File: src/rtl/gdsd_pkg.sv
// Shared types, constants and calendar helpers for the Gregorian date shift
// and distance core. No dependencies.

package gdsd_pkg;

    localparam int DW   = 5;   // day of month
    localparam int MW   = 4;   // month
    localparam int IYW  = 14;  // year as carried on the ports
    localparam int KW   = 16;  // day offset
    localparam int DSW  = 22;  // day distance
    localparam int STW  = 2;   // status
    localparam int OPW  = 2;   // opcode
    localparam int AW   = 25;  // signed day accumulator
    localparam int PW   = IYW; // completed years before a date
    localparam int Q1W  = 8;   // completed centuries
    localparam int Q4W  = 6;   // completed 400-year cycles
    localparam int RW   = 9;   // year position inside the 400-year cycle
    localparam int LYW  = 9;   // length of a year in days

    // Internal years hold an input year plus the farthest forward shift.
    localparam int YEAR_MIN_W = 15;

    localparam int YEAR_DAYS   = 365;
    localparam int CENTURY     = 100;
    localparam int CYCLE_YEARS = 400;
    localparam int MONTHS      = 12;
    localparam int LEAP_FEB    = 29;

    // Reciprocal of 25 in Q15; exact floor division for dividends below 4096.
    localparam int RECIP25       = 1311;
    localparam int RECIP25_SHIFT = 15;

    localparam logic [DSW-1:0] DIST_MAX = '1;

    typedef enum logic [OPW-1:0] {
        OP_BACK = 2'd0,
        OP_FWD  = 2'd1,
        OP_DIST = 2'd2,
        OP_NONE = 2'd3
    } op_t;

    typedef enum logic [STW-1:0] {
        ST_OK       = 2'd0,
        ST_BAD_DATE = 2'd1,
        ST_ORDER    = 2'd2,
        ST_RANGE    = 2'd3
    } status_t;

    typedef struct packed {
        logic neg;  // sum is negative
        logic big;  // non-negative sum does not fit the distance field
    } alu_flags_t;

    localparam logic [DW-1:0] MONTH_DAYS [16] = '{
        5'd0, 5'd31, 5'd28, 5'd31, 5'd30, 5'd31, 5'd30, 5'd31,
        5'd31, 5'd30, 5'd31, 5'd30, 5'd31, 5'd0, 5'd0, 5'd0
    };

    function automatic logic is_leap(input logic [RW-1:0] r);
        logic cent;
        begin
            cent = (r == RW'(CENTURY)) || (r == RW'(2 * CENTURY)) ||
                   (r == RW'(3 * CENTURY));
            is_leap = (r[1:0] == 2'b00) && !cent;
        end
    endfunction

    function automatic logic [DW-1:0] month_len(input logic [MW-1:0] m, input logic leap);
        logic [DW-1:0] n;
        begin
            n = MONTH_DAYS[m];
            if (m == MW'(2) && leap)
            begin
                n = DW'(LEAP_FEB);
            end
            month_len = n;
        end
    endfunction

endpackage

File: src/rtl/gdsd_alu.sv
// Shared add/subtract unit of the date core: every day count, day-count
// compare and month or year step goes through it. Depends on gdsd_pkg.

module gdsd_alu
    import gdsd_pkg::*;
(
    input  logic [AW-1:0] acc,
    input  logic [AW-1:0] operand,
    input  logic          sub,
    output logic [AW-1:0] sum,
    output alu_flags_t    flags
);

    always_comb
    begin
        sum       = sub ? (acc - operand) : (acc + operand);
        flags.neg = sum[AW-1];
        flags.big = |sum[AW-2:DSW];
    end

endmodule

File: src/rtl/gdsd_ysplit.sv
// Splits a count of completed years into centuries and 400-year cycles
// with constant reciprocal multiplies. Depends on gdsd_pkg.

module gdsd_ysplit
    import gdsd_pkg::*;
(
    input  logic [PW-1:0]  years,
    output logic [Q1W-1:0] centuries,
    output logic [Q4W-1:0] cycles
);

    localparam int P4W  = PW - 2;
    localparam int P16W = PW - 4;
    localparam int M1W  = P4W + 11;
    localparam int M4W  = P16W + 11;

    logic [M1W-1:0] prod_c;
    logic [M4W-1:0] prod_q;

    // years / 100 = (years / 4) / 25 and years / 400 = (years / 16) / 25.
    always_comb
    begin
        prod_c    = M1W'(years[PW-1:2]) * M1W'(RECIP25);
        prod_q    = M4W'(years[PW-1:4]) * M4W'(RECIP25);
        centuries = prod_c[RECIP25_SHIFT +: Q1W];
        cycles    = prod_q[RECIP25_SHIFT +: Q4W];
    end

endmodule

File: src/rtl/gregorian_date_shift_and_distance_core.sv
// Top level of the Gregorian date shift and distance core: sequencer and
// datapath registers. Depends on gdsd_pkg, gdsd_alu and gdsd_ysplit.
//
// Usage:
//   Input items arrive on item_valid / item_stall; item_stall is high while
//   an item is being worked, so one item is in the block at a time. Results
//   leave on result_valid / result_stall through an output register.
//   Opcode 0 shifts the first date back by offset_days, opcode 1 shifts it
//   forward, opcode 2 counts the days from the second date to the first.
//   All day-count arithmetic goes through one shared adder, one step per
//   cycle: for a distance, each date is turned into a day count by its year
//   terms and a walk over its months; a shift starts from the day of the year
//   and is resolved by stepping whole years, then months.
//   The next item is taken as soon as the result has moved to the output
//   register, even while the receiver still stalls it; the block waits in
//   its final state only when an older result is still held there.
//   Reset empties the output register and returns the sequencer to idle.

module gregorian_date_shift_and_distance_core
    import gdsd_pkg::*;
#(
    parameter int MAX_YEAR = 9999
)
(
    input  logic            clk,
    input  logic            rst_n,
    input  logic            item_valid,
    output logic            item_stall,
    input  logic [OPW-1:0]  opcode,
    input  logic [DW-1:0]   day_in,
    input  logic [MW-1:0]   month_in,
    input  logic [IYW-1:0]  year_in,
    input  logic [KW-1:0]   offset_days,
    input  logic [DW-1:0]   day_other,
    input  logic [MW-1:0]   month_other,
    input  logic [IYW-1:0]  year_other,
    output logic            result_valid,
    input  logic            result_stall,
    output logic [DW-1:0]   day_out,
    output logic [MW-1:0]   month_out,
    output logic [IYW-1:0]  year_out,
    output logic [DSW-1:0]  distance_days,
    output logic [STW-1:0]  status
);

    localparam int YW = ($clog2(MAX_YEAR + 1) > YEAR_MIN_W) ?
                        $clog2(MAX_YEAR + 1) : YEAR_MIN_W;

    typedef enum logic [14:0] {
        S_IDLE   = 15'b000000000000001,
        S_CHECK  = 15'b000000000000010,
        S_SPLIT  = 15'b000000000000100,
        S_BASE   = 15'b000000000001000,
        S_Y4     = 15'b000000000010000,
        S_Y100   = 15'b000000000100000,
        S_Y400   = 15'b000000001000000,
        S_DAYCHK = 15'b000000010000000,
        S_MSUM   = 15'b000000100000000,
        S_DSUM   = 15'b000001000000000,
        S_OFFS   = 15'b000010000000000,
        S_YWALK  = 15'b000100000000000,
        S_MWALK  = 15'b001000000000000,
        S_DIST   = 15'b010000000000000,
        S_FINISH = 15'b100000000000000
    } state_t;

    state_t          state_reg, state_next;
    logic            result_valid_reg, result_valid_next;

    op_t             op_reg, op_next;
    logic [KW-1:0]   k_reg, k_next;
    logic [DW-1:0]   cur_d_reg, cur_d_next;
    logic [MW-1:0]   cur_m_reg, cur_m_next;
    logic [YW-1:0]   cur_y_reg, cur_y_next;
    logic [DW-1:0]   oth_d_reg, oth_d_next;
    logic [MW-1:0]   oth_m_reg, oth_m_next;
    logic [IYW-1:0]  oth_y_reg, oth_y_next;
    logic            second_reg, second_next;
    logic [PW-1:0]   p_reg, p_next;
    logic [Q1W-1:0]  q100_reg, q100_next;
    logic [Q4W-1:0]  q400_reg, q400_next;
    logic [RW-1:0]   r400_reg, r400_next;
    logic [AW-1:0]   acc_reg, acc_next;
    logic [MW-1:0]   mi_reg, mi_next;

    logic [DW-1:0]   res_day_reg, res_day_next;
    logic [MW-1:0]   res_month_reg, res_month_next;
    logic [IYW-1:0]  res_year_reg, res_year_next;
    logic [DSW-1:0]  res_dist_reg, res_dist_next;
    status_t         res_status_reg, res_status_next;

    logic [DW-1:0]   day_out_reg, day_out_next;
    logic [MW-1:0]   month_out_reg, month_out_next;
    logic [IYW-1:0]  year_out_reg, year_out_next;
    logic [DSW-1:0]  dist_out_reg, dist_out_next;
    status_t         status_out_reg, status_out_next;

    logic [PW-1:0]   split_years;
    logic [Q1W-1:0]  split_cent;
    logic [Q4W-1:0]  split_cyc;
    logic [PW-1:0]   cycle_pos;
    logic [RW-1:0]   r400_init;
    logic [RW-1:0]   r400_prev;
    logic [RW-1:0]   r400_succ;
    logic            leap_cur;
    logic [LYW-1:0]  len_year_cur;
    logic [LYW-1:0]  len_year_prev;
    logic [DW-1:0]   len_mi;
    logic [DW-1:0]   len_cur_m;

    logic [AW-1:0]   alu_operand;
    logic            alu_sub;
    logic [AW-1:0]   alu_sum;
    alu_flags_t      alu_flags;

    assign split_years = PW'(cur_y_reg - YW'(1));

    gdsd_ysplit u_ysplit (
        .years     (split_years),
        .centuries (split_cent),
        .cycles    (split_cyc)
    );

    gdsd_alu u_alu (
        .acc     (acc_reg),
        .operand (alu_operand),
        .sub     (alu_sub),
        .sum     (alu_sum),
        .flags   (alu_flags)
    );

    // Calendar terms of the current year, tracked by its place in the
    // 400-year cycle so that year steps need no division.
    always_comb
    begin
        cycle_pos     = p_reg - PW'(q400_reg) * PW'(CYCLE_YEARS);
        r400_init     = (cycle_pos[RW-1:0] == RW'(CYCLE_YEARS - 1)) ?
                        '0 : cycle_pos[RW-1:0] + RW'(1);
        r400_prev     = (r400_reg == '0) ? RW'(CYCLE_YEARS - 1) : r400_reg - RW'(1);
        r400_succ     = (r400_reg == RW'(CYCLE_YEARS - 1)) ? '0 : r400_reg + RW'(1);
        leap_cur      = is_leap(r400_reg);
        len_year_cur  = leap_cur ? LYW'(YEAR_DAYS + 1) : LYW'(YEAR_DAYS);
        len_year_prev = is_leap(r400_prev) ? LYW'(YEAR_DAYS + 1) : LYW'(YEAR_DAYS);
        len_mi        = month_len(mi_reg, leap_cur);
        len_cur_m     = month_len(cur_m_reg, leap_cur);
    end

    // Operand selection for the shared adder. Day counts of the second date
    // are subtracted, so the accumulator ends at the distance.
    always_comb
    begin
        alu_operand = '0;
        alu_sub     = 1'b0;
        unique case (state_reg)
            S_BASE:
            begin
                alu_operand = AW'(p_reg) * AW'(YEAR_DAYS);
                alu_sub     = second_reg;
            end
            S_Y4:
            begin
                alu_operand = AW'(p_reg[PW-1:2]);
                alu_sub     = second_reg;
            end
            S_Y100:
            begin
                alu_operand = AW'(q100_reg);
                alu_sub     = !second_reg;
            end
            S_Y400:
            begin
                alu_operand = AW'(q400_reg);
                alu_sub     = second_reg;
            end
            S_MSUM:
            begin
                alu_operand = AW'(len_mi);
                alu_sub     = second_reg;
            end
            S_DSUM:
            begin
                alu_operand = AW'(cur_d_reg - DW'(1));
                alu_sub     = second_reg;
            end
            S_OFFS:
            begin
                alu_operand = AW'(k_reg);
                alu_sub     = (op_reg == OP_BACK);
            end
            S_YWALK:
            begin
                alu_operand = acc_reg[AW-1] ? AW'(len_year_prev) : AW'(len_year_cur);
                alu_sub     = !acc_reg[AW-1];
            end
            S_MWALK:
            begin
                alu_operand = AW'(len_mi);
                alu_sub     = 1'b1;
            end
            default:
            begin
                alu_operand = '0;
                alu_sub     = 1'b0;
            end
        endcase
    end

    always_comb
    begin
        state_next        = state_reg;
        result_valid_next = result_valid_reg;
        op_next           = op_reg;
        k_next            = k_reg;
        cur_d_next        = cur_d_reg;
        cur_m_next        = cur_m_reg;
        cur_y_next        = cur_y_reg;
        oth_d_next        = oth_d_reg;
        oth_m_next        = oth_m_reg;
        oth_y_next        = oth_y_reg;
        second_next       = second_reg;
        p_next            = p_reg;
        q100_next         = q100_reg;
        q400_next         = q400_reg;
        r400_next         = r400_reg;
        acc_next          = acc_reg;
        mi_next           = mi_reg;
        res_day_next      = res_day_reg;
        res_month_next    = res_month_reg;
        res_year_next     = res_year_reg;
        res_dist_next     = res_dist_reg;
        res_status_next   = res_status_reg;
        day_out_next      = day_out_reg;
        month_out_next    = month_out_reg;
        year_out_next     = year_out_reg;
        dist_out_next     = dist_out_reg;
        status_out_next   = status_out_reg;

        if (result_valid_reg && !result_stall)
        begin
            result_valid_next = 1'b0;
        end

        unique case (state_reg)
            S_IDLE:
            begin
                if (item_valid)
                begin
                    op_next         = op_t'(opcode);
                    k_next          = offset_days;
                    cur_d_next      = day_in;
                    cur_m_next      = month_in;
                    cur_y_next      = YW'(year_in);
                    oth_d_next      = day_other;
                    oth_m_next      = month_other;
                    oth_y_next      = year_other;
                    second_next     = 1'b0;
                    acc_next        = '0;
                    res_day_next    = '0;
                    res_month_next  = '0;
                    res_year_next   = '0;
                    res_dist_next   = '0;
                    res_status_next = ST_OK;
                    state_next      = S_CHECK;
                end
            end
            S_CHECK:
            begin
                if (op_reg == OP_NONE || cur_m_reg == '0 || cur_m_reg > MW'(MONTHS) ||
                    cur_y_reg == '0 || cur_y_reg > YW'(MAX_YEAR))
                begin
                    res_status_next = ST_BAD_DATE;
                    state_next      = S_FINISH;
                end
                else
                begin
                    state_next = S_SPLIT;
                end
            end
            S_SPLIT:
            begin
                p_next     = split_years;
                q100_next  = split_cent;
                q400_next  = split_cyc;
                state_next = S_BASE;
            end
            S_BASE:
            begin
                r400_next = r400_init;
                if (op_reg == OP_DIST)
                begin
                    acc_next   = alu_sum;
                    state_next = S_Y4;
                end
                else
                begin
                    state_next = S_DAYCHK;
                end
            end
            S_Y4:
            begin
                acc_next   = alu_sum;
                state_next = S_Y100;
            end
            S_Y100:
            begin
                acc_next   = alu_sum;
                state_next = S_Y400;
            end
            S_Y400:
            begin
                acc_next   = alu_sum;
                state_next = S_DAYCHK;
            end
            S_DAYCHK:
            begin
                if (cur_d_reg == '0 || cur_d_reg > len_cur_m)
                begin
                    res_status_next = ST_BAD_DATE;
                    state_next      = S_FINISH;
                end
                else
                begin
                    mi_next    = MW'(1);
                    state_next = S_MSUM;
                end
            end
            S_MSUM:
            begin
                if (mi_reg < cur_m_reg)
                begin
                    acc_next = alu_sum;
                    mi_next  = mi_reg + MW'(1);
                end
                else
                begin
                    state_next = S_DSUM;
                end
            end
            S_DSUM:
            begin
                acc_next = alu_sum;
                if (op_reg != OP_DIST)
                begin
                    state_next = S_OFFS;
                end
                else if (!second_reg)
                begin
                    cur_d_next  = oth_d_reg;
                    cur_m_next  = oth_m_reg;
                    cur_y_next  = YW'(oth_y_reg);
                    second_next = 1'b1;
                    state_next  = S_CHECK;
                end
                else
                begin
                    state_next = S_DIST;
                end
            end
            S_OFFS:
            begin
                acc_next   = alu_sum;
                state_next = S_YWALK;
            end
            S_YWALK:
            begin
                // A negative day of year borrows the previous year; a day of
                // year past the year's length moves into the next year.
                if (acc_reg[AW-1])
                begin
                    if (cur_y_reg == YW'(1))
                    begin
                        res_status_next = ST_RANGE;
                        state_next      = S_FINISH;
                    end
                    else
                    begin
                        acc_next   = alu_sum;
                        cur_y_next = cur_y_reg - YW'(1);
                        r400_next  = r400_prev;
                    end
                end
                else if (!alu_flags.neg)
                begin
                    acc_next   = alu_sum;
                    cur_y_next = cur_y_reg + YW'(1);
                    r400_next  = r400_succ;
                end
                else
                begin
                    mi_next    = MW'(1);
                    state_next = S_MWALK;
                end
            end
            S_MWALK:
            begin
                if (mi_reg < MW'(MONTHS) && !alu_flags.neg)
                begin
                    acc_next = alu_sum;
                    mi_next  = mi_reg + MW'(1);
                end
                else
                begin
                    if (cur_y_reg > YW'(MAX_YEAR))
                    begin
                        res_status_next = ST_RANGE;
                    end
                    else
                    begin
                        res_day_next   = acc_reg[DW-1:0] + DW'(1);
                        res_month_next = mi_reg;
                        res_year_next  = cur_y_reg[IYW-1:0];
                    end
                    state_next = S_FINISH;
                end
            end
            S_DIST:
            begin
                // The adder passes the accumulator through unchanged here.
                if (alu_flags.neg)
                begin
                    res_status_next = ST_ORDER;
                end
                else if (alu_flags.big)
                begin
                    res_dist_next = DIST_MAX;
                end
                else
                begin
                    res_dist_next = alu_sum[DSW-1:0];
                end
                state_next = S_FINISH;
            end
            S_FINISH:
            begin
                if (!result_valid_reg || !result_stall)
                begin
                    day_out_next      = res_day_reg;
                    month_out_next    = res_month_reg;
                    year_out_next     = res_year_reg;
                    dist_out_next     = res_dist_reg;
                    status_out_next   = res_status_reg;
                    result_valid_next = 1'b1;
                    state_next        = S_IDLE;
                end
            end
            default:
            begin
                state_next = S_IDLE;
            end
        endcase
    end

    always_ff @(posedge clk or negedge rst_n)
    begin
        if (!rst_n)
        begin
            state_reg        <= S_IDLE;
            result_valid_reg <= 1'b0;
        end
        else
        begin
            state_reg        <= state_next;
            result_valid_reg <= result_valid_next;
        end
    end

    always_ff @(posedge clk)
    begin
        op_reg         <= op_next;
        k_reg          <= k_next;
        cur_d_reg      <= cur_d_next;
        cur_m_reg      <= cur_m_next;
        cur_y_reg      <= cur_y_next;
        oth_d_reg      <= oth_d_next;
        oth_m_reg      <= oth_m_next;
        oth_y_reg      <= oth_y_next;
        second_reg     <= second_next;
        p_reg          <= p_next;
        q100_reg       <= q100_next;
        q400_reg       <= q400_next;
        r400_reg       <= r400_next;
        acc_reg        <= acc_next;
        mi_reg         <= mi_next;
        res_day_reg    <= res_day_next;
        res_month_reg  <= res_month_next;
        res_year_reg   <= res_year_next;
        res_dist_reg   <= res_dist_next;
        res_status_reg <= res_status_next;
        day_out_reg    <= day_out_next;
        month_out_reg  <= month_out_next;
        year_out_reg   <= year_out_next;
        dist_out_reg   <= dist_out_next;
        status_out_reg <= status_out_next;
    end

    assign item_stall    = (state_reg != S_IDLE);
    assign result_valid  = result_valid_reg;
    assign day_out       = day_out_reg;
    assign month_out     = month_out_reg;
    assign year_out      = year_out_reg;
    assign distance_days = dist_out_reg;
    assign status        = status_out_reg;

endmodule

File: config.mk
export PLATFORM = sky130hd
export DESIGN_NAME = gregorian_date_shift_and_distance_core
export DESIGN_NICKNAME = d
export VERILOG_FILES = /design/src/rtl/gdsd_pkg.sv /design/src/rtl/gdsd_alu.sv /design/src/rtl/gdsd_ysplit.sv /design/src/rtl/gregorian_date_shift_and_distance_core.sv
export SDC_FILE = /design/constraint.sdc
export NUM_CORES = 1
export LEC_CHECK = 0
export ABC_AREA = 1
export BUFFER_PORTS_ARGS = -buffer_cell sky130_fd_sc_hd__buf_2
export CORE_ASPECT_RATIO = 0.6
export CORE_UTILIZATION = 57
export CTS_BUF_LIST = sky130_fd_sc_hd__clkbuf_16
export CTS_CLUSTER_DIAMETER = 100
export DETAILED_ROUTE_END_ITERATION = 16
export PLACE_DENSITY_LB_ADDON = 0.12
export SYNTH_ARGS = -nofsm -noshare
export SYNTH_HDL_FRONTEND = slang
export SYNTH_SLANG_ARGS = --single-unit
File: constraint.sdc
create_clock -name clk -period 10.5 [get_ports clk]
set_input_delay 2.625 -clock clk [delete_from_list [all_inputs] [get_ports clk]]
set_output_delay 2.625 -clock clk [all_outputs]
set_load 0.01 [all_outputs]
-- Yosys cells after proc, flatten, opt, wreduce, memory -nomap -nowiden
Memories as Yosys holds them, arrays and structs flattened.
Cells that the tools add are included.
- memories: 2
- logic and storage cells: 255
- bits of input ports: 68
- memory bits (read-only): 160
- register bits after elaboration: 242
- $lt $le $gt $ge: 7
- reductions and logical operators: 55
- equal/unequal tests: 54
- $add $sub $neg: 11
- multiplexer cells: 92
- multipliers: 4
- bitwise logic cells: 2
- memory list (name ; words ; bits a word ; rd ports ; clocked after memory_dff ; write ports ; line ; RTL):
    (name not given) ; 16 ; 5 ; 1 ; 0 ; 0 ; gdsd_pkg.sv:71 ; n = MONTH_DAYS[m];
    (name not given) ; 16 ; 5 ; 1 ; 0 ; 0 ; gdsd_pkg.sv:71 ;
- operators with widths (cell ; count):
    2-to-1 mux 15 bit ; 15
    one-hot mux 15 bit (15 select lines) ; 1
    one-hot mux 25 bit (8 select lines) ; 1
    2-to-1 mux 25 bit ; 7
    one-hot mux 25 bit (6 select lines) ; 1
    2-to-1 mux 14 bit ; 5
    2-to-1 mux 22 bit ; 3
    2-to-1 mux 5 bit ; 12
    2-to-1 mux 9 bit ; 6
    one-hot mux 15 bit (3 select lines) ; 1
    2-to-1 mux 4 bit ; 11
    one-hot mux 22 bit (2 select lines) ; 1
    != test 2 bit (second input constant) ; 21
    equality test 9 bit (second input constant) ; 4
    equality test 15 x 1 -> 1 bit (second input constant) ; 2
    one-hot mux 14 bit (2 select lines) ; 1
    adder 25 bit ; 1
    subtractor 25 bit ; 1
    2-to-1 mux 24 bit ; 1
    multiplier 12 x 11 -> 23 bit (second input constant) ; 1
    multiplier 14 x 9 -> 23 bit (second input constant) ; 1
    2-to-1 mux 2 bit ; 11
    multiplier 10 x 11 -> 21 bit (second input constant) ; 1
    one-hot mux 5 bit (2 select lines) ; 2
    other kinds (65) ; 114

-- Longest topological paths before layout
- word-level depth: 16
- depth in mapped cells: 43

-- Hierarchy
Synthesis repeated with hierarchy kept, for this count alone.
- cell total of the unflattened synthesis: 2560
- area, all modules: 21568.2 µm²
- modules (own cells, without submodules) (module ; seq. area each (µm²) ; area an instance (µm²) ; instances ; cells each):
    gregorian_date_shift_and_distance_core ; 7188.1 ; 14283.7 ; 1 ; 1450
    gdsd_ysplit ; 0.0 ; 4800.9 ; 1 ; 626
    gdsd_alu ; 0.0 ; 2483.6 ; 1 ; 484

-- Worst setup path after synthesis
OpenSTA, ideal clock, no wires.
- kind: reg2reg
- start: register p_reg[5]
- end: register acc_reg[0], enable pin
- path slack: 3394 ps
- clock period less this slack: 7106 ps
- library setup time: 401 ps
- data arrival time: 6704 ps
- stages on the path, launching flop included: 38
- cell sequence: edfxtp_1 > ha_1 > clkbuf_1 > xor2_1 > ha_1 > inv_1 > fa_1 > fa_1 > inv_1 > ha_1 > nand2_1 > nand2_1 > inv_1 > nand2_1 > nand2_1 > nand2_1 > nand2_1 > nand3_1 > [... 2 more ...] > nand2_1 > o31ai_1 > o21ai_1 > a21oi_1 > xnor2_1 > inv_1 > ha_1 > inv_1 > nor3_1 > nand2_1 > o21bai_1 > nand3_1 > inv_1 > nand2_4 > nand2_2 > a21oi_2 > inv_2 > nor3_2
- longest elaborated chain between the ends: 8
- elaborated cells between the ends (all ways): 10
- RTL lines (element ; line ; RTL):
    from (decl) ; gregorian_date_shift_and_distance_core.sv:79 ; logic [PW-1:0] p_reg, p_next;
    from (signal assigned) ; gregorian_date_shift_and_distance_core.sv:478 ; p_reg <= p_next;
    multiplier 14 x 9 -> 23 bit ; gregorian_date_shift_and_distance_core.sv:157 ; alu_operand = AW'(p_reg) * AW'(YEAR_DAYS);
    one-hot mux 25 bit (8 select lines) * ; gregorian_date_shift_and_distance_core.sv:154 ; unique case (state_reg)
    adder 25 bit / subtractor 25 bit (equally long branches) ; gdsd_alu.sv:16 ; sum = sub ? (acc - operand) : (acc + operand);
    2-to-1 mux 25 bit * ; gdsd_alu.sv:16 ;
    logical NOT 1 bit ; gregorian_date_shift_and_distance_core.sv:396 ; if (mi_reg < MW'(MONTHS) && !alu_flags.neg)
    logical AND 1 bit ; gregorian_date_shift_and_distance_core.sv:396 ;
    != test 2 bit (no source line) ; n/a ;
    AND reduction 7 bit (no source line) * ; n/a ;
    to (signal assigned) ; gregorian_date_shift_and_distance_core.sv:482 ; acc_reg <= acc_next;
    to (decl) ; gregorian_date_shift_and_distance_core.sv:83 ; logic [AW-1:0] acc_reg, acc_next;
Mark *: on every way between the ends. The rest lies on a longest branch, timed or not.
A chain may end at the register's enable or synchronous reset.

-- Worst setup path in the final report
- start: register p_reg[5]
- end: register res_dist_reg[19], enable pin
- longest elaborated chain between the ends: 6
- elaborated cells between the ends (all ways): 7
- RTL lines (element ; line ; RTL):
    multiplier 14 x 9 -> 23 bit ; gregorian_date_shift_and_distance_core.sv:157 ;
    one-hot mux 25 bit (8 select lines) * ; gregorian_date_shift_and_distance_core.sv:154 ;
    adder 25 bit / subtractor 25 bit (equally long branches) ; gdsd_alu.sv:16 ;
    2-to-1 mux 25 bit * ; gdsd_alu.sv:16 ;
    != test 2 bit (no source line) * ; n/a ;
    AND reduction 3 bit (no source line) * ; n/a ;
    to (signal assigned) ; gregorian_date_shift_and_distance_core.sv:487 ; res_dist_reg <= res_dist_next;
    to (decl) ; gregorian_date_shift_and_distance_core.sv:89 ; logic [DSW-1:0] res_dist_reg, res_dist_next;
Marks and branches as above.

==> impl_metrics.ini <==
[run_status]
status = finished, final reports clean

[sta]
period_needed_ns = 7.883
relSlewSlack_pct = 31.78
finalClockSkew_ns = 0.01984
hold_viol = 0
finalMaxSlewViolations = 0
period_share_pct = 75.07
grt_setup_unrepaired = false
fmaxAchievable_ghz = 0.1269
tns_ns = 0
hold_ws_ns = 0.4186
setup_viol = 0
tightest_slew_ns = 1.018

[floorplanning]
die_height_um = 151.9
boundaryPins = 117
dieWidth_um = 251.9
coreArea_mm2 = 0.03662
initial_core_util_pct = 58.33
die_area_mm2 = 0.03828
row_count = 54

[critical_path]
reg2reg_from = p_reg[5]
required_ns = 10.70
crit_path_end_kind = register
cpPeakStageDelay_ns = 0.66
crit_fanout = 22
critPathKind = register to register
reg2regPathDepth = 36
worstPathArrival_ns = 8.08
regToRegEndpoint = res_dist_reg[19]
r2r_slack_ns = 2.62
worstSetupStartpointType = register
path_common_cell = nand2_1
setup.worst_path.end = res_dist_reg[19]
crit_start = p_reg[5]
cpMaxStageDelayCell = inv_1

[min_path]
min_path_type = register to register

[detailed_routing]
detail-route-antenna-nets = 0
vias_per_cell = 5.577
wl_per_cell_um = 19.21
drc_errors = 0
routed_wl_mm = 59.44
dr.pass1.iters = 5
drt_iter0_markers = 1570
vias = 17260

[global_route]
gr-total-overflow = 0
grt_antenna_before_repair = 0
grtUsageTotal_pct = 31.68
first_global_vias = 16760
grt_pass1_wl_mm = 93.97
grt_max_degree = 48

[synth]
synth_top_area_share_pct = 31.77
synth_top_area_cell = edfxtp_1
ys_types = 64
syn_nets = 2866
netlist_instances = 2449
synth_most_common_cell = inv_1
syn_area_mm2 = 0.02136
postSynthAreaPerCell_um2 = 8.722
synth_area_leaders = edfxtp_1, ha_1, fa_1
synthArstFlopShare_pct = 6.612
synth_edf_count = 226
synth_common_cells = inv_1, nand2_1, ha_1
synth_ff_type = edfxtp_1
ys_seq_area_share_pct = 33.65
ys_seq_elements = 242
yosys_warnings = 0

[cts]
numCtsBuffers = 24
cts_root_buf = clkbuf_16
cts_hold_buf = 0
cts.sink_count = 242
post_cts_buffers = 0
clk-insertion-delay-late_ns = 0.58
cts_tree = yes
path_clk_slew_ns = 0.07
h-tree-depth = 1
cts_resized = 0
cts_buffer_depth = 3

[finish]
fillers = 3153
fin_util_pct = 63.73
regArea_mm2 = 0.007188
drive_gt1_share_pct = 10.03
largest_reg_flops = 25
syn_to_final_growth_pct = 9.261
antenna_cells = 0
design_area_mm2 = 0.02334
fin_nets = 2991
multi_input_area_mm2 = 0.01210

[job]
max_cap_viol_count = 0

[place]
finalWeightedCongestion = 1.012
dpl-instance-area_mm2 = 0.02256
dpl.hpwl_mm = 48.10
port_buffers = 116
-- routing by layer --
metal / share of wire, % / vias up / GRT usage, % / routed length [um]
met5: 0 / - / 0 / 0
met4: 1.9 / 0 / 6.263 / 1113
met3: 8.9 / 71 / 6.065 / 5317
met2: 38 / 718 / 42.49 / 22770
met1: 51 / 8177 / 52.17 / 30240
li1: - / 8294 / - / -
-- worst max-delay path: cells and delay by family (launching register included) --
family | cells | cell delay [ns]
and+or+nand+nor | 17 | 2.07
adders and majority gates | 6 | 2.55
buffers and inverters | 7 | 1.10
xor gates and xnor gates | 2 | 0.36
AOI/OAI and AO/OA | 4 | 0.87
DFF | 1 | 0.51
-- area by class of cell --
type | instances | area share (%)
clock buffers | 24 | 2.573
clock inverters | 19 | 0.7506
inverters | 514 | 8.278
multi-input cells | 1659 | 51.86
flip-flops and latches | 242 | 30.80
well taps | 504 | 2.702
repair buffers | 133 | 3.035
-- per-stage QoR --
| stage | setup slack (ns) | instances |
|---|---|---|
| after floorplan | 3.394 | 2449 |
| after global placement | 2.763 | 3052 |
| after detailed placement | 2.691 | 3052 |
| after CTS | 2.643 | 3095 |
| after global routing | 1.949 | 3095 |
| final | 2.617 | 3095 |
-- cells by family (layout without fill, tap and decap cells) --
| family | count (synthesis) | in the layout | share of synthesized area (%) |
|---|---|---|---|
| simple gates | 950 | 950 | 20.72 |
| buf+inv | 548 | 690 | 9.882 |
| fa+ha+maj | 349 | 349 | 24.13 |
| compound gates | 252 | 252 | 7.182 |
| flops | 242 | 242 | 33.65 |
| xor+xnor | 108 | 108 | 4.429 |
-- cell usage in the layout (no fill, tap or decap), types with 15 or more instances in the layout --
cell       instances
ha_1             244
o21ai_0           63
nand2_1          435
nor2_1           171
dfrtp_1           15
inv_1            500
xnor2_1           33
nor2_2            16
nand3_1          138
nand4_1           47
clkbuf_16         24
nand3b_1          26
nor3_1            37
buf_2            116
a21oi_1           87
edfxtp_1         226
buf_4             17
nand2_2           16
xor2_1            75
fa_1             105
-- worst min path at each step --
stage | start | end | slack (ns) | cells after the start
finish | res_dist_reg[1] | distance_days[1] | 0.42 | 0
global route | res_dist_reg[17] | distance_days[17] | 0.42 | 0
CTS | res_day_reg[4] | day_out[4] | 0.42 | 0
detailed placement | res_day_reg[4] | day_out[4] | 0.40 | 0
global placement | res_year_reg[3] | year_out[3] | 0.40 | 0
floorplan | res_day_reg[0] | day_out[0] | 0.40 | 0
Power is left out: the tool's default activity adds up to more than one toggle a clock period on the data nets, which glitch-free logic cannot reach.
